### src/glzw_pkg.sv
// Package for the GIF LZW pixel decoder: widths, status codes, register indexes.
// No dependencies.
package glzw_pkg;
  localparam int TABLE_DEPTH   = 4096;
  localparam int MAX_CODE_BITS = 12;
  localparam int CFG_AW = 3;
  localparam int CFG_DW = 16;

  localparam logic [2:0] ST_BYTE_TAKEN  = 3'd0;
  localparam logic [2:0] ST_PIXEL       = 3'd1;
  localparam logic [2:0] ST_NEED_BYTES  = 3'd2;
  localparam logic [2:0] ST_FINISHED    = 3'd3;
  localparam logic [2:0] ST_REFUSED     = 3'd4;

  localparam logic [2:0] REG_MIN_BITS = 3'd0;
  localparam logic [2:0] REG_OFS_X    = 3'd1;
  localparam logic [2:0] REG_OFS_Y    = 3'd2;
  localparam logic [2:0] REG_FRM_W    = 3'd3;
  localparam logic [2:0] REG_FRM_H    = 3'd4;
  localparam logic [2:0] REG_CNV_W    = 3'd5;
  localparam logic [2:0] REG_CNV_H    = 3'd6;
  localparam logic [2:0] REG_INTERL   = 3'd7;

  typedef struct packed {
    logic       command;
    logic [7:0] data_byte;
  } in_item_t;

  typedef struct packed {
    logic [2:0]  status;
    logic [31:0] pixel_address;
    logic [7:0]  color_index;
    logic        pixel_inside;
    logic        last_pixel;
  } out_item_t;

  // Interlace pass tables, pass 0 is plain order.
  function automatic logic [3:0] pass_step(input logic [2:0] p);
    case (p)
      3'd0: pass_step = 4'd1;
      3'd1: pass_step = 4'd8;
      3'd2: pass_step = 4'd8;
      3'd3: pass_step = 4'd4;
      default: pass_step = 4'd2;
    endcase
  endfunction

  function automatic logic [2:0] pass_start(input logic [2:0] p);
    case (p)
      3'd2: pass_start = 3'd4;
      3'd3: pass_start = 3'd2;
      3'd4: pass_start = 3'd1;
      default: pass_start = 3'd0;
    endcase
  endfunction
endpackage

### src/glzw_placer.sv
// Pixel position tracker: column, row, interlace pass.
// Depends on glzw_pkg. Address multiply is registered in the top level path.
module glzw_placer (
  input  logic        clk,
  input  logic        rst_n,
  input  logic        restart,
  input  logic        interlaced,
  input  logic [15:0] frame_width,
  input  logic [15:0] frame_height,
  input  logic        step,
  output logic [15:0] column,
  output logic [15:0] row,
  output logic        frame_done
);
  logic [15:0] column_r, column_nxt, row_r, row_nxt;
  logic [2:0]  pass_r, pass_nxt;
  logic [16:0] y;
  logic [2:0]  p;
  logic        done;

  always_comb begin
    column_nxt = column_r;
    row_nxt    = row_r;
    pass_nxt   = pass_r;
    done       = 1'b0;
    p          = pass_r;
    y          = 17'd0;
    if ({1'b0, column_r} + 17'd1 < {1'b0, frame_width}) begin
      column_nxt = column_r + 16'd1;
    end else begin
      column_nxt = 16'd0;
      y = {1'b0, row_r} + {13'd0, glzw_pkg::pass_step(p)};
      for (int i = 0; i < 3; i++) begin
        if (y >= {1'b0, frame_height} && p >= 3'd1 && p <= 3'd3) begin
          p = p + 3'd1;
          y = {14'd0, glzw_pkg::pass_start(p)};
        end
      end
      pass_nxt = p;
      if (y >= {1'b0, frame_height}) done = 1'b1;
      else row_nxt = y[15:0];
    end
  end

  always_ff @(posedge clk) begin
    if (!rst_n || restart) begin
      column_r <= '0;
      row_r    <= '0;
      pass_r   <= (rst_n && interlaced) ? 3'd1 : 3'd0;
    end else if (step) begin
      column_r <= column_nxt;
      row_r    <= row_nxt;
      pass_r   <= pass_nxt;
    end
  end

  assign column     = column_r;
  assign row        = row_r;
  assign frame_done = done;
endmodule
### config.mk
export PLATFORM = sky130hd
export DESIGN_NAME = glzw_placer
export DESIGN_NICKNAME = d
export VERILOG_FILES = /design/src/glzw_pkg.sv /design/src/glzw_placer.sv
export SDC_FILE = /design/constraint.sdc
export NUM_CORES = 1
export LEC_CHECK = 0
export BUFFER_PORTS_ARGS = -buffer_cell sky130_fd_sc_hd__buf_4
export CAP_MARGIN = 30
export CELL_PAD_IN_SITES_DETAIL_PLACEMENT = 0
export CELL_PAD_IN_SITES_GLOBAL_PLACEMENT = 1
export CORE_UTILIZATION = 44
export DETAILED_ROUTE_END_ITERATION = 8
export PLACE_DENSITY = 0.91
export SLEW_MARGIN = 10
export SYNTH_ARGS = -nofsm -noshare
export SYNTH_HDL_FRONTEND = slang
export SYNTH_SLANG_ARGS = --single-unit
### constraint.sdc
create_clock -name clk -period 21.5 [get_ports clk]
set_input_delay 6.45 -clock clk [delete_from_list [all_inputs] [get_ports clk]]
set_output_delay 6.45 -clock clk [all_outputs]
set_load 0.01 [all_outputs]
==> impl_results.md <==
* Outcome: completed
* Final worst-path cycle share at 0.981
* Worst endpoint required time at between 15 and 20 ns
* Number of non-filler instances in the completed layout at 834
* Library cells used by synthesis at roughly 70
* Final Routed Wirelength at around 14 mm
* Leakage power summed over all cells at about 2.8 nW
* IR Drop Worst-Case VDD at approximately 20 uV
* Drc violations at 0
* Mean number of vias per cell at between 5 and 6
* Post-CTS Setup Bufs at 0
* Top post-synthesis cells by area: sky130_fd_sc_hd__ha_1 (25%), sky130_fd_sc_hd__dfxtp_1 (13%), sky130_fd_sc_hd__inv_1 (5.1%), sky130_fd_sc_hd__nor2_1 (4.9%), sky130_fd_sc_hd__a21oi_1 (4.4%)
* Antenna cells at 0
* Quantity of gates resized following cts at 0
* Worst-case clock skew at 0.00726 ns
* Cell Int Power at around 110 uW
* Pwr Density at approximately 30 mW/mm^2
* CTS Hold Buffers Added at 0
* Area overhead of the layout relative to synthesis at 15.1%
* Max transition margin at 0.542
* Synthesized instance count at between 600 and 700
* Seq cells post-synth at 35
* Height of the die at 107 um
* Cell at the root of the clock tree: sky130_fd_sc_hd__clkbuf_8
* Share of final-layout standard cells stronger than drive strength 1 at 0.160
* Total number of nets in the final design at between 800 and 900
* Portion of total power attributed to sequential cells at 0.399
* Commonest cells after routing, fill and taps aside: sky130_fd_sc_hd__ha_1 (97), sky130_fd_sc_hd__buf_4 (77), sky130_fd_sc_hd__inv_1 (66)
* Slack of the critical path at 0.405 ns
* Net switching power at 58.2 uW
* Area of the core region at 0.0108 mm^2
* Nature of the critical path startpoint: input pin
* Fraction of synthesized cell area taken by the top area cell type at 0.249
* Global-route wire length before repair at about 22 mm
* Sort of element at the end of the critical path: primary output
* Post-synth EDFFs at 3
* GRT Overall Usage at 0.243
* Final Total Pwr at about 170 uW
* Total overflow reported by the global router at 0
* Count of synthesis-stage warnings from yosys at 0
* Number of antenna violations at the first check in global routing at 0
* Crit path arrival time at around 15 ns
* Biggest area consumer among synthesized cells: sky130_fd_sc_hd__ha_1
* RR Endpoint: row[11]
* Worst setup path startpoint: frame_height[2]
* Critical path type: input pin to primary output
* Minimum setup slack after placement at approximately 0.22 ns
* Worst-path cell with the longest stage delay: sky130_fd_sc_hd__or3b_2
* Proportion of power drawn by combinational gates at 0.325
* Port-buffer cells at 69
* Die Width at 107 um
* Setup slack of the most critical reg-to-reg path at ~9.4 ns
* HPWL after DPL at 11.2 mm
* Fin. Hold Viols at 0
* Origin of the worst min-delay path: row[3]
* Avg WL per Cell at roughly 17 um
* Most frequent standard cell in the layout excluding fill and tap cells: sky130_fd_sc_hd__ha_1
* CTS tree: done
* Most instantiated flip-flop cell in the synthesis netlist: sky130_fd_sc_hd__dfxtp_1
* Clock buffer count from CTS at 5
* Vias post-DR at roughly 4900
* Number of nets with antenna violations after detailed routing at 0
* Initial Utilization at 0.450
* Min-Delay Path Class: flop to flop
* Unrepaired setup endpoints after global routing: false
* Transition at the pin with the smallest max-transition slack at between 0.6 and 0.7 ns
* Post-synthesis cell area at ~0.005 mm^2
* Hold Path Cell Cnt at 2
* Delay of the slowest critical-path stage at roughly 0.50 ns
* Count of placed standard cells including taps at a little over 800
* GP Congestion at 0.945
* Number of H-tree levels at 2
* Mean instance size in the synthesized netlist at 7.75 um^2
* Clk sink count at 35
* Hold EP: row[3]
* I/O pin cnt at 70
* Clock power share at 0.276
* Worst Reg2Reg Path Length in Cells at 50
* Iteration-0 DRC Markers at between 200 and 300
* Pin count of the biggest net entering global routing at 26
* Number of max-slew violations in the final report at 0
* Length of the first detailed-routing pass in iterations at 5
* Sequential share of the synthesized area at 0.150
* Clock latency on the worst-skew pair at 0.29 ns
* Mapped Nets at 765
* Worst hold slack after final layout at between 0.5 and 0.6 ns
* Max-cap check violation count at 0
* DIE AREA at between 0.01 and 0.015 mm^2
* Final TNS setup at 0 ns
* FP Rows at 38
* Buffer depth of the longest clock path at 2
* Share of total power consumed by net switching at 0.344
* Highest clock frequency the design can meet at around 0.047 GHz
* Async SR Flop Fraction at 0
* Clock period minus final worst setup slack at 21.09 ns
* Worst-path fanout max at 15
* Total of endpoints with negative setup slack in the final report at 0
* Via count of the first global-routing pass at between 4000 and 5000
* FF-to-FF Start: pass_r[1]
* Clock transition at path regs at roughly 0.07 ns
==> how the worst max path moves through the flow <==
stage	depth (start not counted)	slack [ns]	endpoint
finish	38	0.41	frame_done
global route	38	0.002	frame_done
CTS	38	0.20	frame_done
detailed placement	38	0.22	frame_done
global placement	38	0.59	frame_done
floorplan	38	1.20	frame_done
==> logic make-up (layout without fill, tap and decap cells) <==
family,count (synthesis),after routing,synth area share
multiplexers,2,2,0.00410
adder cells (fa/ha/maj),98,98,0.253
AO/OA/AOI/OAI,158,158,0.240
flip-flops,35,35,0.150
AND/OR/NAND/NOR,218,218,0.224
buffers and inverters,87,151,0.0725
XOR/XNOR,32,32,0.0574
==> worst max-delay path: cells and delay by family <==
kind            cells  cell delay [ns]
buf+inv             6             0.85
simple gates        9             1.97
fa+ha+maj           4             1.08
compound gates     19             4.28
==> metal layers <==
layer	wire length (um)	up-vias	track usage
met5	0	-	0
met4	139	0	0.0460
met3	724	14	0.0200
met2	6520	143	0.420
met1	6380	2329	0.331
li1	-	2374	-
==> final cells by class <==
type	count	area [um^2]
repair buffers	77	578
fillers	1080	5220
flip-flops and latches	35	731
well taps	140	175
inverters	66	248
multi-input cells	508	3810
clock buffers	6	72.6
clock inverters	2	7.51
==> cells in the mapped netlist, types with 4 or more instances <==
cell type,n
sky130_fd_sc_hd__ha_1,97
sky130_fd_sc_hd__inv_1,66
sky130_fd_sc_hd__nor2_1,64
sky130_fd_sc_hd__nand2_1,44
sky130_fd_sc_hd__a21oi_1,43
sky130_fd_sc_hd__dfxtp_1,32
sky130_fd_sc_hd__nand3_1,30
sky130_fd_sc_hd__o21ai_0,30
sky130_fd_sc_hd__xnor2_1,16
sky130_fd_sc_hd__xor2_1,16
sky130_fd_sc_hd__and3_1,14
sky130_fd_sc_hd__clkbuf_1,12
sky130_fd_sc_hd__nand4_1,10
sky130_fd_sc_hd__nand3b_1,9
sky130_fd_sc_hd__nor3_1,9
sky130_fd_sc_hd__o21a_1,9
sky130_fd_sc_hd__nand2b_1,8
sky130_fd_sc_hd__nor2b_1,8
sky130_fd_sc_hd__a21o_1,7
sky130_fd_sc_hd__a211oi_1,6
sky130_fd_sc_hd__o32ai_1,6
sky130_fd_sc_hd__a21boi_0,5
sky130_fd_sc_hd__o21bai_1,5
sky130_fd_sc_hd__o32ai_2,5
sky130_fd_sc_hd__or3_1,5
sky130_fd_sc_hd__and2_1,4
sky130_fd_sc_hd__buf_2,4
==> power groups by stage <==
stage | combinational [mW] | clock (mW) | sequential, mW
after floorplan | 0.0363 | 0 | 0.0686
after global placement | 0.0522 | 0 | 0.0689
after detailed placement | 0.0542 | 0 | 0.0690
after CTS | 0.0544 | 0.0477 | 0.0675
after global routing | 0.0615 | 0.0503 | 0.0676
final | 0.0550 | 0.0467 | 0.0675
==> sequential cells by signal, summed over array words and instances, names as in the netlist <==
register and count:
column 16, row 16, pass_r 3
==> through the flow <==
step / utilization / cell area (um^2)
after CTS: 0.517 / 5610
final: 0.519 / 5620
after global routing: 0.519 / 5620
after global placement: 0.510 / 5530
after floorplan: - / 4880
after detailed placement: 0.510 / 5530
No activity file was read; power rests on OpenSTA's default activity.
